### src/hdl/rnf_pkg.sv
// Shared constants and types for the RNS noise-flooding block.
// Used by every module under hdl/; depends on nothing else.
`timescale 1ns / 1ps
`default_nettype none

package rnf_pkg;

	// Defaults for the top-level parameters
	localparam int NUM_MODULI_DEF   = 4;
	localparam int MODULUS_BITS_DEF = 61;

	// Fixed field widths
	localparam int NOISE_LOW_W  = 64;
	localparam int NOISE_HIGH_W = 63;
	localparam int NOISE_W      = NOISE_LOW_W + NOISE_HIGH_W;
	localparam int NB_W         = 7;
	localparam int IDX_W        = 3;
	localparam int SEL_W        = 2;

	// Register indexes on the configuration port
	localparam logic [IDX_W-1:0] REG_NOISE_BITS   = 3'd0;
	localparam logic [IDX_W-1:0] REG_MODULUS_BASE = 3'd1;

	// Reset values
	localparam logic [NB_W-1:0] NOISE_BITS_RESET = 7'd40;
	localparam logic [63:0]     MODULUS_RESET    = 64'd65537;

	// Output buffer status toward the top level
	typedef struct packed {
		logic advance;
		logic skid_full;
	} out_stat_t;

endpackage

`default_nettype wire

### src/hdl/rnf_front.sv
// Configuration registers and input stage: noise masking and modulus select.
// Depends on rnf_pkg.
`timescale 1ns / 1ps
`default_nettype none

module rnf_front #(
	parameter int NUM_MODULI   = rnf_pkg::NUM_MODULI_DEF,
	parameter int MODULUS_BITS = rnf_pkg::MODULUS_BITS_DEF,
	parameter int CFG_W        = rnf_pkg::MODULUS_BITS_DEF
) (
	input  wire logic                              clk,
	input  wire logic                              arst_n,
	input  wire logic                              cfg_we,
	input  wire logic [rnf_pkg::IDX_W-1:0]         cfg_index,
	input  wire logic [CFG_W-1:0]                  cfg_wdata,
	input  wire logic                              en,
	input  wire logic                              in_valid,
	input  wire logic [rnf_pkg::NOISE_LOW_W-1:0]   noise_low,
	input  wire logic [rnf_pkg::NOISE_HIGH_W-1:0]  noise_high,
	input  wire logic [MODULUS_BITS-1:0]           coefficient,
	input  wire logic [rnf_pkg::SEL_W-1:0]         modulus_select,
	output logic                                   v_s1,
	output logic [rnf_pkg::NOISE_W-1:0]            noise_s1,
	output logic [MODULUS_BITS-1:0]                q_s1,
	output logic [MODULUS_BITS-1:0]                coef_s1
);

	localparam int IW = rnf_pkg::IDX_W;
	localparam int SW = rnf_pkg::SEL_W;
	localparam int NW = rnf_pkg::NOISE_W;

	logic [rnf_pkg::NB_W-1:0] noise_bits_q;
	logic [MODULUS_BITS-1:0]  mod_q [NUM_MODULI];
	logic [NW-1:0]            noise_mask;
	logic [NW-1:0]            noise_word;
	logic [MODULUS_BITS-1:0]  q_sel;

	always_ff @(posedge clk or negedge arst_n) begin
		if (!arst_n) begin
			noise_bits_q <= rnf_pkg::NOISE_BITS_RESET;
		end else if (cfg_we && cfg_index == rnf_pkg::REG_NOISE_BITS) begin
			noise_bits_q <= cfg_wdata[rnf_pkg::NB_W-1:0];
		end
	end

	for (genvar k = 0; k < NUM_MODULI; k++) begin : g_mod
		always_ff @(posedge clk or negedge arst_n) begin
			if (!arst_n) begin
				mod_q[k] <= MODULUS_BITS'(rnf_pkg::MODULUS_RESET);
			end else if (cfg_we && cfg_index == IW'(int'(rnf_pkg::REG_MODULUS_BASE) + k)) begin
				mod_q[k] <= cfg_wdata[MODULUS_BITS-1:0];
			end
		end
	end

	// keep bits below noise_bits; a count of 127 keeps the whole word
	assign noise_mask = ~({NW{1'b1}} << noise_bits_q);
	assign noise_word = {noise_high, noise_low} & noise_mask;

	// selector past the configured moduli falls back to modulus 0
	always_comb begin
		q_sel = mod_q[0];
		for (int k = 1; k < NUM_MODULI; k++) begin
			if (modulus_select == SW'(k)) begin
				q_sel = mod_q[k];
			end
		end
	end

	always_ff @(posedge clk or negedge arst_n) begin
		if (!arst_n) begin
			v_s1 <= 1'b0;
		end else if (en) begin
			v_s1 <= in_valid;
		end
	end

	always_ff @(posedge clk) begin
		if (en && in_valid) begin
			noise_s1 <= noise_word;
			q_s1     <= q_sel;
			coef_s1  <= coefficient;
		end
	end

endmodule

`default_nettype wire

### config.mk
export PLATFORM = sky130hd
export DESIGN_NAME = rnf_front
export DESIGN_NICKNAME = d
export VERILOG_FILES = /design/src/hdl/rnf_pkg.sv /design/src/hdl/rnf_front.sv
export SDC_FILE = /design/constraint.sdc
export NUM_CORES = 1
export LEC_CHECK = 0
export ABC_AREA = 0
export BUFFER_PORTS_ARGS = -buffer_cell sky130_fd_sc_hd__buf_2
export CAP_MARGIN = 20
export CORE_ASPECT_RATIO = 1.75
export CORE_MARGIN = 3
export CORE_UTILIZATION = 45
export DETAILED_ROUTE_END_ITERATION = 10
export PLACE_DENSITY = 0.69
export SYNTH_ARGS = -nofsm -noshare
export SYNTH_HDL_FRONTEND = slang
export SYNTH_SLANG_ARGS = --single-unit
### constraint.sdc
create_clock -name clk -period 1.89 [get_ports clk]
set_input_delay 0.378 -clock clk [delete_from_list [all_inputs] [get_ports clk]]
set_output_delay 0.378 -clock clk [all_outputs]
set_load 0.01 [all_outputs]
==> results of run 1 <==
==> cell families after synthesis <==
logic type             Yosys count
AO/OA/AOI/OAI                  123
flip-flops                     501
AND/OR/NAND/NOR                146
multiplexers                   313
buffers and inverters           85
==> sequential cells by signal (all words and copies together) (netlist names) <==
signal,count
noise_s1,127
mod_q,244
v_s1,1
coef_s1,61
q_s1,61
noise_bits_q,7
==> routing by layer <==
metal / wire (microns) / vias up / GRT usage (%)
met4: 2050 / 6 / 8.38
met3: 4300 / 109 / 5.59
met1: 19900 / 6621 / 26.1
met2: 29900 / 602 / 40.6
met5: 34 / - / 0
li1: - / 5664 / -
==> power groups by stage <==
stage / clock network, mW / registers [mW] / logic [mW]
5_1_grt: 9.87 / 14.3 / 5.42
3_5_place_dp: 0 / 14.4 / 4.96
3_3_place_gp: 0 / 14.3 / 4.79
4_1_cts: 9.43 / 14.2 / 5.08
6_report: 9.21 / 14.2 / 5.05
2_1_floorplan: 0 / 14.2 / 2.95
==> layout make-up <==
type	instances	area (sq um)
clock inverter	24	264
tap	572	716
multi-input combinational	582	6070
sequential	501	13800
antenna	8	20.0
timing repair buffer	630	3930
fill	3385	18500
clock buffer	58	1210
inverter	6	22.5
==> worst paths after layout <==
kind                                 startpoint          end  slack, ns
worst max-delay path            noise_bits_q[5]  noise_s1[1]       0.13
worst min-delay path            coefficient[23]  coef_s1[23]       0.03
worst max register to register  noise_bits_q[5]  noise_s1[1]       0.13
worst min register to register       mod_q[185]   mod_q[185]       0.49
max in group asynchronous                arst_n     mod_q[0]       0.94
min in group asynchronous                arst_n   mod_q[239]       0.29
==> critical path, stage by stage, from the launching register on <==
cell and delay (ns):
dfstp_2 0.82, nor3_1 0.13, buf_4 0.20, a21boi_0 0.38
==> cell usage in the layout (no fill, tap or decap), drive strengths merged, types with 10 or more instances in the layout <==
cell / synthesis / final
buf: 62 / 570
mux2: 252 / 252
edfxtp: 249 / 249
dfrtp: 242 / 242
mux4: 61 / 61
dlygate4sd3: 0 / 60
clkbuf: 17 / 58
nand2: 53 / 53
a21oi: 31 / 31
nand3: 24 / 24
o21ai: 23 / 23
a21boi: 19 / 19
clkinv: 1 / 15
o311a: 14 / 14
and3: 10 / 10
dfstp: 10 / 10
==> metrics by stage <==
stage | util (%) | setup WS [ns] | cells | TNS, ns
after floorplan | - | -0.672 | 1168 | -167.39
after global placement | 53.7 | 0.142 | 2231 | 0
after global routing | 58.4 | 0.0350 | 2380 | 0
after detailed placement | 53.7 | 0.157 | 2231 | 0
after CTS | 58.4 | 0.143 | 2373 | 0
final | 58.4 | 0.126 | 2381 | 0
==> what timing repair did <==
item / in CTS / in global routing
setup buffers: 0 / 0
hold buffers: 60 / 0
endpoints found under the hold margin: 94 / 0
==> results.yml, run 1 <==
run_status:
  status: "finished, final reports clean"
logic_synthesis:
  synthSimpleGateAreaFrac_pct: 3.77
  syn-cell-area_sq_um: 20400
  ys_seq_elements: 501
  synth_common_cells: "249 x edfxtp_1, 242 x dfrtp_1, 174 x mux2_2"
  synth_most_common_cell: "edfxtp_1"
  synth_area_leaders: "edfxtp_1 37%, dfrtp_1 30%, mux2_2 9.6%"
  synth_nets: 1427
  synthAdderAreaFrac_pct: 0
  synth_area_per_cell_sq_um: 17.5
  synth_cell_types: 46
  yosys.area.top_type: "edfxtp_1"
  synth_top_family_by_area: "multiplexers"
  synth_compound_area_share_pct: 4.17
  yosysTopAreaCellShare_pct: 36.7
  syn_inst: 1168
  synth_xor_xnor_area_share_pct: 0
  ys_seq_area_share_pct: 67.7
  synth_async_sr_flop_share_pct: 50.3
  synthFlopType: "edfxtp_1"
  synth_edf_count: 249
  yosys_warnings: 0
  yosys-mux-area-fraction_pct: 21.8
power:
  switching_power_mw: 7.31
  total_power_mw: 28.4
  seq_power_share_pct: 49.8
  p_comb_share_pct: 17.8
  p_leak_nw: 11.0
  peakVddDrop_v: 0.000951
  p_sw_share_pct: 25.7
  p_per_area_nw_per_um2: 1090
  internal_power_mw: 21.1
  p_clk_share_pct: 32.4
timing:
  finalHoldViolCount: 0
  max_freq_mhz: 567
  whs_ns: 0.0303
  drv_slew: 0
  tightestPinTransition_ns: 0.609
  relSlewSlack_pct: 59.4
  fin_crit_ns: 1.76
  rsz0062_at_grt: "false"
  final-setup-viol-count: 0
  skew_ns: 0.0207
  finalCritPeriodShare_pct: 93.3
worst_hold_path:
  hold_class: "in -> reg"
  min_path_cells: 1
detailed_routing:
  wl_per_cell_microns: 23.6
  drc_errors: 0
  num_vias: 13000
  ant_nets: 0
  first_pass_iters: 5
  vias_per_cell: 5.46
  totalWireLength_microns: 56200
  drt_iter0_drc: 1173
setup_path:
  arrival_ns: 2.08
  cp.required_ns: 2.20
  cp_max_fo: 18
  critical_path_class: "reg -> reg"
  end_kind: "flop"
  rr_worst_depth: 3
  worst_setup_path_start_kind: "flop"
die:
  dieArea_sq_um: 48000
  std_cell_rows: 102
  die-height_microns: 288
  ioPinCount: 509
  initial_core_util_pct: 45.8
  die_x_microns: 167
  core_sq_um: 44500
placement:
  hpwl_microns: 39200
  gp_congestion: 0.901
  portBuffers: 508
  placed_area_sq_um: 23900
clock_network:
  cts_tree: "done"
  clk_path_buf_depth: 3
  clk_pin_slew_ns: 0.07
  clock_latency_ns: 0.57
  cts_buffers: 44
  cts_resized: 0
  clockRootBuffer: "clkbuf_16"
  clkSinkCount: 501
  cts_max_level: 2
layout:
  final_nets: 2024
  drive_above_1_share_pct: 53.0
  syn_to_final_growth_pct: 27.6
  design_area_sq_um: 26000
global_routing:
  grt_pass1_wl_microns: 84100
  grt_max_degree: 73
  grt_util_all_layers_pct: 22.6
  grt_pass1_vias: 13700
  overflow: 0
  grt_antenna_before_repair: 11
job:
  drv_cap: 0
(Power assumes the default switching activity.)
==> inputs of run 2 (changes only) <==
--- a/config.mk
+++ b/config.mk
@@ -6,13 +6,12 @@
 export NUM_CORES = 1
 export LEC_CHECK = 0
 export ABC_AREA = 0
-export BUFFER_PORTS_ARGS = -buffer_cell sky130_fd_sc_hd__buf_2
 export CAP_MARGIN = 20
 export CORE_ASPECT_RATIO = 1.75
-export CORE_MARGIN = 3
+export CORE_MARGIN = 2
 export CORE_UTILIZATION = 45
 export DETAILED_ROUTE_END_ITERATION = 10
-export PLACE_DENSITY = 0.69
+export DONT_BUFFER_PORTS = 1
 export SYNTH_ARGS = -nofsm -noshare
 export SYNTH_HDL_FRONTEND = slang
 export SYNTH_SLANG_ARGS = --single-unit
==> results.yml, run 2 (synthesis gave the netlist of run 1 again) <==
layout:
  top_regs: "mod_q (244), noise_s1 (127)"
  drive_above_1_share_pct: 32.1
  ff_latch_area_sq_um: 13800
  n_fill_cell: 3524
  largest_reg_flops: 244
  layout_common_cells: "249 x edfxtp_1, 240 x dfrtp_1, 174 x mux2_2, 142 x dlygate4sd3_1, 61 x mux4_2"
  multi_input_area_sq_um: 6070
  final_cells: 1958
  largest_register: "mod_q"
  layout_commonest_cell: "edfxtp_1"
  final_nets: 1594
  syn_to_final_growth_pct: 18.5
global_routing:
  grt_max_degree: 253
  grt_pass1_wl_microns: 79600
  grt_antenna_before_repair: 9
  grt_pass1_vias: 12300
  overflow: 0
  grt_util_all_layers_pct: 22.5
setup_path:
  worst_setup_path_start_kind: "flop"
  cp.required_ns: 2.27
  r2r-end: "noise_s1[108]"
  cp_max_fo: 17
  reg2reg_from: "noise_bits_q[5]"
  max_stage_delay_ns: 0.78
  crit_path_start: "noise_bits_q[5]"
  crit_top_cell: "buf_4"
  critical_path_class: "reg -> reg"
  end_kind: "flop"
  arrival_ns: 2.21
  rr_worst_depth: 4
  crit_chain: "buf_4 > buf_4 > nand3_1 > a21oi_1"
  r2r_slack_ns: 0.06
  cpMaxStageDelayCell: "dfstp_2"
placement:
  portBuffers: 0
  hpwl_microns: 35000
  gp_congestion: 0.828
  post-place-ws_ns: 0.143
  dp_cells: 1721
power:
  peakVddDrop_v: 0.000817
  switching_power_mw: 6.97
  p_clk_share_pct: 33.6
  p_leak_nw: 9.28
  seq_power_share_pct: 52.0
  total_power_mw: 27.9
  p_comb_share_pct: 14.4
  internal_power_mw: 20.9
  p_sw_share_pct: 25.0
  p_per_area_nw_per_um2: 1150
timing:
  max_freq_mhz: 547
  finalHoldViolCount: 249
  relSlewSlack_pct: 53.7
  tightestPinTransition_ns: 0.692
  rsz0062_at_grt: "false"
  fin_setup_tns_ns: 0
  skew_ns: 0.0189
  drv_slew: 0
  final-setup-viol-count: 0
  finalCritPeriodShare_pct: 96.8
  whs_ns: -0.480
  worst_slack_ns: 0.0605
  fin_crit_ns: 1.83
die:
  ioPinCount: 509
  die-height_microns: 286
  core_sq_um: 45000
  std_cell_rows: 103
  die_x_microns: 165
  dieArea_sq_um: 47100
  initial_core_util_pct: 45.3
clock_network:
  cts_tree: "done"
  clk_path_buf_depth: 3
  ctsHoldBuffers: 142
  cts_buffers: 47
  clock_latency_ns: 0.56
  clockRootBuffer: "clkbuf_16"
  cts_max_level: 2
  clk_pin_slew_ns: 0.07
  clkSinkCount: 501
detailed_routing:
  ant_nets: 0
  vias_per_cell: 5.85
  drt_iter0_drc: 817
  drc_errors: 0
  num_vias: 11500
  totalWireLength_microns: 54000
  wl_per_cell_microns: 27.6
  first_pass_iters: 8
run_status:
  status: "finished with violations"
  violations: "hold timing"
worst_hold_path:
  hold_class: "in -> async"
job:
  drv_cap: 0
## run 2: cell count changes in the layout (fill, tap and decap cells not counted), moves of 3 or more
| cell | delta |
|---|---|
| buf_2 | -506 |
| clkinv_1 | +5 |
| buf_12 | -9 |
| dlygate4sd3_1 | +82 |
| clkbuf_1 | -3 |
## run 2: through the flow
stage	area (sq um)	util [%]
after global routing	24200	53.7
after CTS	24100	53.7
after global placement	21200	47.2
after floorplan	20400	-
after detailed placement	21200	47.2
final	24200	53.7
## run 2: how the worst max path moves through the flow
stage / end / slack, ns / cells past startpoint
4_1_cts: noise_s1[124] / 0.11 / 3
3_5_place_dp: noise_s1[124] / 0.14 / 3
3_3_place_gp: noise_s1[124] / 0.14 / 3
2_1_floorplan: coef_s1[0] / -0.67 / 1
5_1_grt: noise_s1[108] / 0.04 / 4
6_report: noise_s1[108] / 0.06 / 4
## run 2: area by class of cell
type | instances | area share, %
Sequential cell | 501 | 57.1
Multi-Input combinational cell | 582 | 25.1
Timing Repair Buffer | 197 | 8.42
Clock buffer | 58 | 5.16
Tap cell | 577 | 2.99
Clock inverter | 28 | 1.05
Inverter | 6 | 0.0932
Antenna cell | 9 | 0.0932
## run 2: power by group through the flow
stage          sequential (mW)  clock (mW)  combinational (mW)
2_1_floorplan             14.2           0                2.95
3_3_place_gp              14.7           0                3.60
3_5_place_dp              14.7           0                3.70
4_1_cts                   14.5        9.59                4.02
5_1_grt                   14.7        10.0                4.32
6_report                  14.5        9.37                4.03
## run 2: critical path, delay by kind of cell, from the launching register on
| kind | cells | cell delay [ns] |
|---|---|---|
| DFF | 1 | 0.78 |
| buffers and inverters | 2 | 0.50 |
| AOI/OAI and AO/OA | 1 | 0.20 |
| and+or+nand+nor | 1 | 0.16 |
## run 2: routing by layer
metal	vias to the layer above	GRT usage [%]	part of all wire, %	wire (microns)
met5	-	0	0.044	24
met2	476	39.0	52	27900
met3	135	5.92	7.9	4280
met1	6033	25.2	35	19000
met4	4	11.4	5.1	2770
li1	4805	-	-	-
## run 2: what timing repair did
item,4_1_cts,5_1_grt
hold endpoints to repair,583,252
gates resized for setup,0,0
buffers inserted,0,0
