File: src/hdl/rnf_pkg.sv
// Shared constants and types for the RNS noise-flooding block.
// Used by every module under hdl/; depends on nothing else.
`timescale 1ns / 1ps
`default_nettype none

package rnf_pkg;

	// Defaults for the top-level parameters
	localparam int NUM_MODULI_DEF   = 4;
	localparam int MODULUS_BITS_DEF = 61;

	// Fixed field widths
	localparam int NOISE_LOW_W  = 64;
	localparam int NOISE_HIGH_W = 63;
	localparam int NOISE_W      = NOISE_LOW_W + NOISE_HIGH_W;
	localparam int NB_W         = 7;
	localparam int IDX_W        = 3;
	localparam int SEL_W        = 2;

	// Register indexes on the configuration port
	localparam logic [IDX_W-1:0] REG_NOISE_BITS   = 3'd0;
	localparam logic [IDX_W-1:0] REG_MODULUS_BASE = 3'd1;

	// Reset values
	localparam logic [NB_W-1:0] NOISE_BITS_RESET = 7'd40;
	localparam logic [63:0]     MODULUS_RESET    = 64'd65537;

	// Output buffer status toward the top level
	typedef struct packed {
		logic advance;
		logic skid_full;
	} out_stat_t;

endpackage

`default_nettype wire

File: src/hdl/rnf_cell.sv
// One step of the restoring reduction: shift in one noise bit, subtract q once.
// Depends on rnf_pkg only for defaults.
`timescale 1ns / 1ps
`default_nettype none

module rnf_cell #(
	parameter int MODULUS_BITS = rnf_pkg::MODULUS_BITS_DEF,
	parameter int NOISE_W      = rnf_pkg::NOISE_W
) (
	input  wire logic                    clk,
	input  wire logic                    arst_n,
	input  wire logic                    en,
	input  wire logic                    v_in,
	input  wire logic [MODULUS_BITS-1:0] q_in,
	input  wire logic [MODULUS_BITS-1:0] rem_in,
	input  wire logic [MODULUS_BITS-1:0] coef_in,
	input  wire logic [NOISE_W-1:0]      noise_in,
	output logic                         v_out,
	output logic [MODULUS_BITS-1:0]      q_out,
	output logic [MODULUS_BITS-1:0]      rem_out,
	output logic [MODULUS_BITS-1:0]      coef_out,
	output logic [NOISE_W-1:0]           noise_out
);

	logic                    v_q;
	logic [MODULUS_BITS-1:0] q_q;
	logic [MODULUS_BITS-1:0] rem_q;
	logic [MODULUS_BITS-1:0] coef_q;
	logic [NOISE_W-1:0]      noise_q;
	logic [MODULUS_BITS:0]   shifted;
	logic [MODULUS_BITS:0]   reduced;

	// rem < q, so one subtraction brings the shifted value back below q
	assign shifted = {rem_in, noise_in[NOISE_W-1]};
	assign reduced = (shifted >= {1'b0, q_in}) ? shifted - {1'b0, q_in} : shifted;

	always_ff @(posedge clk or negedge arst_n) begin
		if (!arst_n) begin
			v_q <= 1'b0;
		end else if (en) begin
			v_q <= v_in;
		end
	end

	always_ff @(posedge clk) begin
		if (en && v_in) begin
			q_q     <= q_in;
			rem_q   <= reduced[MODULUS_BITS-1:0];
			coef_q  <= coef_in;
			noise_q <= {noise_in[NOISE_W-2:0], 1'b0};
		end
	end

	assign v_out     = v_q;
	assign q_out     = q_q;
	assign rem_out   = rem_q;
	assign coef_out  = coef_q;
	assign noise_out = noise_q;

endmodule

`default_nettype wire

File: config.mk
export PLATFORM = sky130hd
export DESIGN_NAME = rnf_cell
export DESIGN_NICKNAME = d
export VERILOG_FILES = /design/src/hdl/rnf_pkg.sv /design/src/hdl/rnf_cell.sv
export SDC_FILE = /design/constraint.sdc
export NUM_CORES = 1
export LEC_CHECK = 0
export ABC_AREA = 1
export BUFFER_PORTS_ARGS = -buffer_cell sky130_fd_sc_hd__buf_2
export CORE_AREA = 2 2 245 247
export DETAILED_ROUTE_END_ITERATION = 6
export DIE_AREA = 0 0 247 249
export GPL_ROUTABILITY_DRIVEN = 0
export HOLD_SLACK_MARGIN = 0.15
export SYNTH_ARGS = -nofsm -noshare
export SYNTH_HDL_FRONTEND = slang
export SYNTH_SLANG_ARGS = --single-unit
File: constraint.sdc
create_clock -name clk -period 0.8 [get_ports clk]
set_input_delay 0.12 -clock clk [delete_from_list [all_inputs] [get_ports clk]]
set_output_delay 0.12 -clock clk [all_outputs]
set_load 0.1 [all_outputs]
==> impl_metrics.yaml, run 1 <==
clock_tree:
  insertion_delay_ns: 0.54
  clk_pin_slew_ns: 0.06
  htree_levels: 2
  cts_inserted_buffers: 38
  cts_num_sinks: 310
  clockBufferDepth: 3
  root_buffer: "clkbuf_16"
  cts_tree: "yes"
pwr:
  p_leak_nw: 15.93
  powerDensity_nw_per_um2: 1903
  p_comb_frac: 0.390
  p_seq_frac: 0.318
  swShare: 0.3674
  finalPower_mw: 64.63
  switchingPower_mw: 23.75
  clock_power_share: 0.292
  internal-power_mw: 40.88
  ir_worst_vdd_mv: 1.626
placed_design:
  numPortBuffers: 623
  placed_cell_area_um2: 27960
  hpwl_um: 61270
  pre_cts_slack_ns: -1.516
  placed_cells: 3462
sta:
  fin_crit_ns: 1.760
  timing.hold.ws_ns: 0.1769
  final.setup.worst_slack_ns: -0.9598
  max_freq_mhz: 568.3
  grt_setup_unrepaired: "true"
  finalSetupTns_ns: -207.79
  hold_violations: 0
  slew_viol_final: 0
  setup_viol: 371
  finalCritPeriodShare: 2.200
  finClkSkew_ns: 0
setup_path:
  worstRegToRegCells: 2
  cp_slowest_stage_delay_ns: 0.35
  crit_required_ns: 1.20
  arrival_ns: 2.16
  crit_path_start_kind: "input port"
  path_class: "input port to register"
  path_cells: "buf_8, clkinvlp_4, ha_4, nand2_4, nor2_4, nand2_2, inv_2, nand2_2, nor2_2, nand4_1, nand3_4, buf_6, buf_12, buf_16, nand2_2, o21ai_1"
  end_kind: "register"
  cpMaxStageDelayCell: "ha_4"
  cp_common_cell: "nand2_2"
  cp_max_fo: 6
synth:
  synthFlopType: "edfxtp_1"
  yosysTopAreaCell: "edfxtp_1"
  syn-cell-area_um2: 16400
  synth_area_leaders: "edfxtp_1 (57%), nand2_1 (14%), inv_1 (8.7%)"
  synth_commonest_cells: "nand2_1 (624), inv_1 (378), edfxtp_1 (309), nand3_1 (97), nor2_1 (94)"
  yosysTopAreaCellShare: 0.5658
  synth_cells: 1818
  syn_nets: 2194
  ys_ff_latch: 310
  synth.most_common_cell: "nand2_1"
  yosysSeqAreaShare: 0.5673
  synth.avg_cell_area_um2: 9.021
  synthArstFlopShare: 0.003226
  yosys_warnings: 0
  synth_edf_count: 309
  synth_cell_type_count: 36
final_layout:
  final_area_um2: 33960
  final_nets: 3466
  syn_to_final_growth_pct: 107.1
  stdcell_count: 3903
  final_util: 0.5787
  drive_gt1_frac: 0.4397
floorplanning:
  fp.dieW_um: 247
  die_y_um: 249
  die_area_um2: 61500
  row_count: 89
  core_area_um2: 58690
  ios: 625
  initial_utilization: 0.2794
detailed_routing:
  wl_per_cell_um: 20.85
  routed_via_density: 4.584
  drt.antenna.violating_nets: 0
  wl_um: 81400
  via_count: 17891
  route.detailed.drc: 0
  first_iter_violations: 1193
  drt_first_pass_iters: 6
min_path:
  holdPathStages: 5
  hold_path_class: "input port to register"
global_routing:
  grt_pass1_wl_um: 117000
  overflow: 0
  antenna_found_initial: 8
  grt_pass1_vias: 18569
  groute.usage.overall: 0.2566
  grt_max_degree: 31
outcome:
  violations: "negative setup slack"
  outcome: "complete, but fails checks"
flow_run:
  drv_cap: 0
-- power by group through the flow --
stage	clock (mW)	combinational [mW]	sequential [mW]
2_1_floorplan	0	4.75	28.7
3_3_place_gp	0	22.2	20.8
3_5_place_dp	0	22.4	20.8
4_1_cts	19.2	24.8	20.5
6_report	18.9	25.2	20.6
5_1_grt	19.9	26.2	20.6
-- state kept, by name, summed over array words and instances, names as in the netlist --
name and flops:
coef_out 61, rem_out 61, q_out 61, noise_out 126
v_out 1
-- cells by family after synthesis --
kind of cell,synth area share
and+or+nand+nor,0.2420
buffers and inverters,0.1023
DFF,0.5673
AOI/OAI and AO/OA,0.02380
adders and majority gates,0.04776
xor gates and xnor gates,0.01656
other,0.0002287
-- path summary, 6_finish.rpt --
kind / start / endpoint / slack (ns)
max in group asynchronous: arst_n / v_out$_DFFE_PN0P_ / 0.13
setup / recovery: q_in[23] / rem_out[1]$_DFFE_PP_ / -0.96
min in group asynchronous: arst_n / v_out$_DFFE_PN0P_ / 0.50
hold / removal: rem_in[28] / rem_out[29]$_DFFE_PP_ / 0.18
setup reg to reg: v_out$_DFFE_PN0P_ / v_out$_DFFE_PN0P_ / 0.03
hold reg to reg: v_out$_DFFE_PN0P_ / v_out$_DFFE_PN0P_ / 0.69
-- timing repair --
item | 4_1_cts | 5_1_grt
gates resized for setup | 170 | 105
pin swaps | 25 | 34
hold buffers | 312 | 2
endpoints found under the setup margin | 371 | 681
setup buffers | 36 | 9
gates cloned | 12 | 2
hold endpoints to repair | 311 | 1
-- critical path, delay by kind of cell --
kind | cells | cell delay, ns
adder cells (fa/ha/maj) | 1 | 0.35
AO/OA/AOI/OAI | 1 | 0.07
buffers and inverters | 6 | 0.68
AND/OR/NAND/NOR | 8 | 0.90
-- cell type report --
type / instances / area [um2]
fill: 4589 / 24730
timing repair buffer: 1250 / 13810
sequential: 310 / 9308
multi-input combinational: 1089 / 6954
inverter: 401 / 1529
clock buffer: 44 / 1025
tap: 773 / 967.2
clock inverter: 26 / 344.1
antenna: 10 / 25.02
-- cell usage in the layout (no fill, tap or decap), types with 6 or more instances in the layout --
cell and instances:
buf_2 307, nor2_1 75, inv_1 333, buf_16 9, nand3_1 71, nand2_4 17, clkinv_2 11, buf_12 330
buf_6 9, o21ai_0 8, a21oi_1 34, nand4_1 19, bufinv_16 7, clkbuf_16 41, nand2_1 527, diode_2 10
buf_4 276, nor2_2 20, o21ai_2 20, inv_2 63, ha_4 59, nor2_4 16, a21oi_2 6, xor2_1 27
dlygate4sd3_1 313, edfxtp_1 309, nand3_2 49, nand2_2 93, and2_1 6
-- routing by layer --
metal	up-vias	share of wire	track usage
met5	-	0.000086	0
met1	8440	0.34	0.2672
met3	272	0.072	0.05236
met4	2	0.073	0.1559
li1	8309	-	-
met2	868	0.51	0.4686
No activity file was read; power rests on OpenSTA's default activity.
==> inputs of run 2 (changes only) <==
CTS_BUF_LIST = sky130_fd_sc_hd__clkbuf_16   (was unset)
PLACE_DENSITY = 0.61   (was unset)
==> impl_metrics.yaml, run 2 (synthesis gave the netlist of run 1 again) <==
floorplanning:
  die_area_um2: 61500
  fp.dieW_um: 247
  row_count: 89
  ios: 625
  die_y_um: 249
  core_area_um2: 58690
  initial_utilization: 0.2794
setup_path:
  cp_common_cell: "nand2_2"
  cp_slowest_stage_delay_ns: 0.23
  arrival_ns: 1.98
  worst-path-buf-inv: 7
  end_kind: "register"
  cpMaxStageDelayCell: "ha_4"
  path_class: "input port to register"
  path_delay_family: "buffers and inverters"
  path_cells: "buf_2, inv_1, ha_4, nand2_2, nor2_1, nand2_1, inv_2, nand2_2, inv_4, a21oi_4, nand3_4, buf_12, buf_12, buf_16, nand3_4, nand2_2"
  crit_path_start_kind: "input port"
  cp_max_fo: 7
  crit_required_ns: 1.11
detailed_routing:
  first_iter_violations: 1411
  via_count: 18120
  wl_um: 86170
  wl_per_cell_um: 21.85
  drt_first_pass_iters: 7
  route.detailed.drc: 0
  drt.antenna.violating_nets: 0
  routed_via_density: 4.595
final_layout:
  syn_to_final_growth_pct: 112.4
  drive_gt1_frac: 0.4736
  largest_reg_flops: 126
  final_area_um2: 34830
  layout_commonest_cell: "nand2_1"
  multi_input_area_um2: 7347
  seqCellArea_um2: 9308
  final_nets: 3512
  final_cell_mix: "nand2_1 (485), buf_12 (335), inv_1 (317), buf_4 (317), dlygate4sd3_1 (311)"
  fill_cells: 4523
global_routing:
  busiest_layer: "met2"
  grt_pass1_wl_um: 120300
  use_met2: 0.4832
  use_met1: 0.2848
  groute.usage.overall: 0.2687
  grt_pass1_vias: 18474
  grt_use_met3: 0.05484
  overflow: 0
  grt_max_degree: 38
  antenna_found_initial: 15
placed_design:
  placed_cell_area_um2: 28140
  numPortBuffers: 623
  pre_cts_slack_ns: -1.517
  hpwl_um: 63030
outcome:
  violations: "negative hold slack, negative setup slack"
  outcome: "complete, but fails checks"
pwr:
  clock_power_share: 0.261
  swShare: 0.3814
  p_seq_frac: 0.323
  internal-power_mw: 39.29
  ir_worst_vdd_mv: 1.614
  p_comb_frac: 0.416
  switchingPower_mw: 24.22
  p_leak_nw: 16.27
  powerDensity_nw_per_um2: 1823
  finalPower_mw: 63.51
clock_tree:
  cts_num_sinks: 310
  root_buffer: "clkbuf_16"
  cts_inserted_buffers: 37
  htree_levels: 2
  clk_pin_slew_ns: 0.05
  clockBufferDepth: 3
  cts_tree: "yes"
  insertion_delay_ns: 0.56
sta:
  max_freq_mhz: 601.7
  final.setup.worst_slack_ns: -0.8619
  fin_crit_ns: 1.662
  setup_viol: 680
  finalSetupTns_ns: -336.50
  slew_viol_final: 0
  hold_violations: 2
  grt_setup_unrepaired: "true"
  finalCritPeriodShare: 2.077
  timing.hold.ws_ns: -0.2433
  finClkSkew_ns: 0
min_path:
  hold_path_class: "input port to register"
flow_run:
  drv_cap: 0
run 2: cell types whose count changed in the layout (fill, tap and decap cells not counted), sizes merged, moves of 3 or more:
cell,delta
clkinvlp,-3
clkinv,-3
inv,+11
bufinv,-5
buf,+45
run 2: final timing paths:
check                                        from                    end  slack (ns)  cells after the start
worst max-delay path                     q_in[46]  rem_out[54]$_DFFE_PP_       -0.86                     16
min in group asynchronous                  arst_n      v_out$_DFFE_PN0P_        0.45                      3
max in group asynchronous                  arst_n      v_out$_DFFE_PN0P_        0.20                      3
worst min register to register  v_out$_DFFE_PN0P_      v_out$_DFFE_PN0P_        0.66                      2
worst min-delay path                      q_in[0]     q_out[0]$_DFFE_PP_       -0.24                      1
worst max register to register  v_out$_DFFE_PN0P_      v_out$_DFFE_PN0P_        0.05                      2
run 2: timing repair:
action / 4_1_cts / 5_1_grt
endpoints found under the hold margin: 311 / 4
gates cloned: 10 / 8
setup endpoints to repair: 371 / 680
pin swaps: 69 / 96
gates resized for setup: 292 / 165
hold buffers: 310 / 2
buffers inserted: 58 / 8
run 2: layout make-up:
cell class,count,share of cell area
Multi-Input combinational cell,1089,0.2110
Inverter,401,0.04519
Clock inverter,26,0.005533
Timing Repair Buffer,1297,0.4153
Sequential cell,310,0.2673
Tap cell,773,0.02777
Clock buffer,38,0.02730
Antenna cell,9,0.0006467
run 2: power by group through the flow:
stage | clock network (mW) | logic [mW] | registers, mW
detailed placement | 0 | 22.6 | 20.8
finish | 16.5 | 26.4 | 20.5
global placement | 0 | 22.5 | 20.8
floorplan | 0 | 4.75 | 28.7
CTS | 16.8 | 25.4 | 20.5
global route | 17.5 | 27.4 | 20.6
run 2: stage by stage:
stage	util	instances	hold WS, ns
CTS	0.5810	3922	-0.2540
global placement	0.4795	3480	-0.09017
detailed placement	0.4795	3480	-0.08993
global route	0.5935	3943	-0.2703
finish	0.5935	3943	-0.2433
floorplan	-	1818	-0.1756
run 2: routing by layer:
metal | up-vias | share of wire | wire length (um)
met3 | 307 | 0.077 | 6640
met1 | 8475 | 0.34 | 29390
met5 | - | 0.00039 | 34
met4 | 4 | 0.077 | 6603
met2 | 933 | 0.50 | 43510
li1 | 8401 | - | -
run 2: worst reg2reg max path: stages (launching register included):
cell and delay, ns:
dfrtp_4 0.52, inv_2 0.05, o21ai_0 0.06
==> inputs of run 3 (changes only) <==
CORE_AREA = 2 2 240 242   (was 2 2 245 247)
DIE_AREA = 0 0 242 244   (was 0 0 247 249)
PLACE_DENSITY = 0.63   (was 0.61)
==> impl_metrics.yaml, run 3 (synthesis gave the netlist of run 1 again) <==
setup_path:
  crit_path_start_kind: "input port"
  crit_required_ns: 1.11
  cp_max_fo: 7
  end_kind: "register"
  path_class: "input port to register"
  arrival_ns: 2.05
global_routing:
  antenna_found_initial: 12
  groute.usage.overall: 0.2614
  grt_pass1_wl_um: 114500
  overflow: 0
  grt_max_degree: 28
  grt_pass1_vias: 17837
placed_design:
  numPortBuffers: 623
  pre_cts_slack_ns: -1.566
  hpwl_um: 61460
pwr:
  ir_worst_vdd_mv: 1.580
  clock_power_share: 0.263
  p_comb_frac: 0.408
  p_leak_nw: 15.94
  swShare: 0.3762
  internal-power_mw: 38.89
  powerDensity_nw_per_um2: 1842
  p_seq_frac: 0.329
  switchingPower_mw: 23.45
sta:
  finalSetupTns_ns: -204.07
  slew_viol_final: 0
  max_freq_mhz: 571.7
  fin_crit_ns: 1.749
  grt_setup_unrepaired: "true"
  final.setup.worst_slack_ns: -0.9493
  hold_violations: 0
  finalCritPeriodShare: 2.187
  finClkSkew_ns: 0
  setup_viol: 372
clock_tree:
  cts_tree: "yes"
  clk_pin_slew_ns: 0.06
  cts_inserted_buffers: 37
  cts_num_sinks: 310
  htree_levels: 2
  root_buffer: "clkbuf_16"
  clockBufferDepth: 3
  insertion_delay_ns: 0.55
detailed_routing:
  via_count: 17823
  drt_first_pass_iters: 6
  first_iter_violations: 1252
  dr_wl_met3_um: 5772
  highest_layer: "met5"
  met2_length_um: 41410
  met1Wirelength_um: 28580
  wl_per_cell_um: 20.76
  wl_um: 80860
  routed_via_density: 4.575
  route.detailed.drc: 0
  drt.antenna.violating_nets: 0
floorplanning:
  die_area_um2: 59050
  initial_utilization: 0.2920
  fp.dieW_um: 242
  die_y_um: 244
  ios: 625
  row_count: 87
  core_area_um2: 56170
final_layout:
  layout_commonest_cell: "nand2_1"
  final_nets: 3486
  final_cell_mix: "nand2_1 (544), buf_12 (330), inv_1 (326), dlygate4sd3_1 (313), edfxtp_1 (309)"
  largest_reg_flops: 126
  drive_gt1_frac: 0.4373
  syn_to_final_growth_pct: 106.4
min_path:
  hold_path_class: "input port to register"
outcome:
  outcome: "complete, but fails checks"
  violations: "negative setup slack"
flow_run:
  drv_cap: 0
[run 3: changes by cell type in the layout (fill, tap and decap cells not counted), moves of 13 or more]
cell     previous run  this run
buf_4             317       297
nand3_1            54        74
nand3_2            64        50
nand2_1           485       544
buf_2             276       295
inv_4              17         4
buf_6              39        23
nand2_2           115        67
[run 3: layout make-up]
class / count / area, um2
Clock inverter: 25 / 203.9
Tap cell: 756 / 945.9
Inverter: 401 / 1531
Clock buffer: 37 / 925.9
Fill cell: 4356 / 22320
Multi-Input combinational cell: 1089 / 6922
Sequential cell: 310 / 9308
Antenna cell: 7 / 17.52
Timing Repair Buffer: 1271 / 13990
[run 3: power by group through the flow]
| stage | clock network (mW) | registers (mW) | logic, mW |
|---|---|---|---|
| 4_1_cts | 16.7 | 20.5 | 24.4 |
| 2_1_floorplan | 0 | 28.7 | 4.75 |
| 3_3_place_gp | 0 | 20.8 | 22.4 |
| 3_5_place_dp | 0 | 20.8 | 22.6 |
| 5_1_grt | 17.4 | 20.6 | 26.4 |
| 6_report | 16.4 | 20.5 | 25.4 |
[run 3: critical path, cell delays in order]
cell and delay, ns:
buf_8 0.08, inv_4 0.03, ha_4 0.26, buf_6 0.11, nand2_8 0.06, nor2_4 0.11, inv_2 0.07, nor2_4 0.14
nand2_4 0.08, nor2_4 0.12, nand4_1 0.21, nand3_4 0.27, buf_12 0.17, clkbuf_16 0.16, o21ai_2 0.06
[run 3: routing by layer]
metal | vias up | track usage
met5 | - | 0
met4 | 6 | 0.1280
met3 | 238 | 0.05597
met2 | 863 | 0.4800
met1 | 8380 | 0.2852
li1 | 8336 | -
[run 3: final timing paths]
path,depth (start not counted),end,start,slack [ns]
setup / recovery,15,rem_out[18]$_DFFE_PP_,q_in[39],-0.95
hold / removal,5,rem_out[55]$_DFFE_PP_,rem_in[54],0.15
setup reg to reg,3,v_out$_DFFE_PN0P_,v_out$_DFFE_PN0P_,-0.04
hold reg to reg,3,v_out$_DFFE_PN0P_,v_out$_DFFE_PN0P_,0.74
max in group asynchronous,3,v_out$_DFFE_PN0P_,arst_n,0.16
min in group asynchronous,3,v_out$_DFFE_PN0P_,arst_n,0.53
[run 3: metrics by stage]
stage | util | std cells | area [um2] | hold slack, ns | power (mW)
2_1_floorplan | - | 1818 | 17220 | -0.1756 | 33.44
3_3_place_gp | 0.5008 | 3468 | 28130 | -0.1038 | 43.20
3_5_place_dp | 0.5008 | 3468 | 28130 | -0.1022 | 43.37
4_1_cts | 0.5857 | 3858 | 32900 | -0.1523 | 61.64
5_1_grt | 0.6024 | 3893 | 33840 | 0.1650 | 64.44
6_report | 0.6026 | 3896 | 33850 | 0.1536 | 62.34
[run 3: repair_timing]
action                                  CTS  global route
resized for setup                       119           155
endpoints found under the setup margin  371           680
hold buffers                            310             4
cloned                                    2            10
pin swaps                                13            54
buffers inserted                         16            21
hold endpoints to repair                311             3
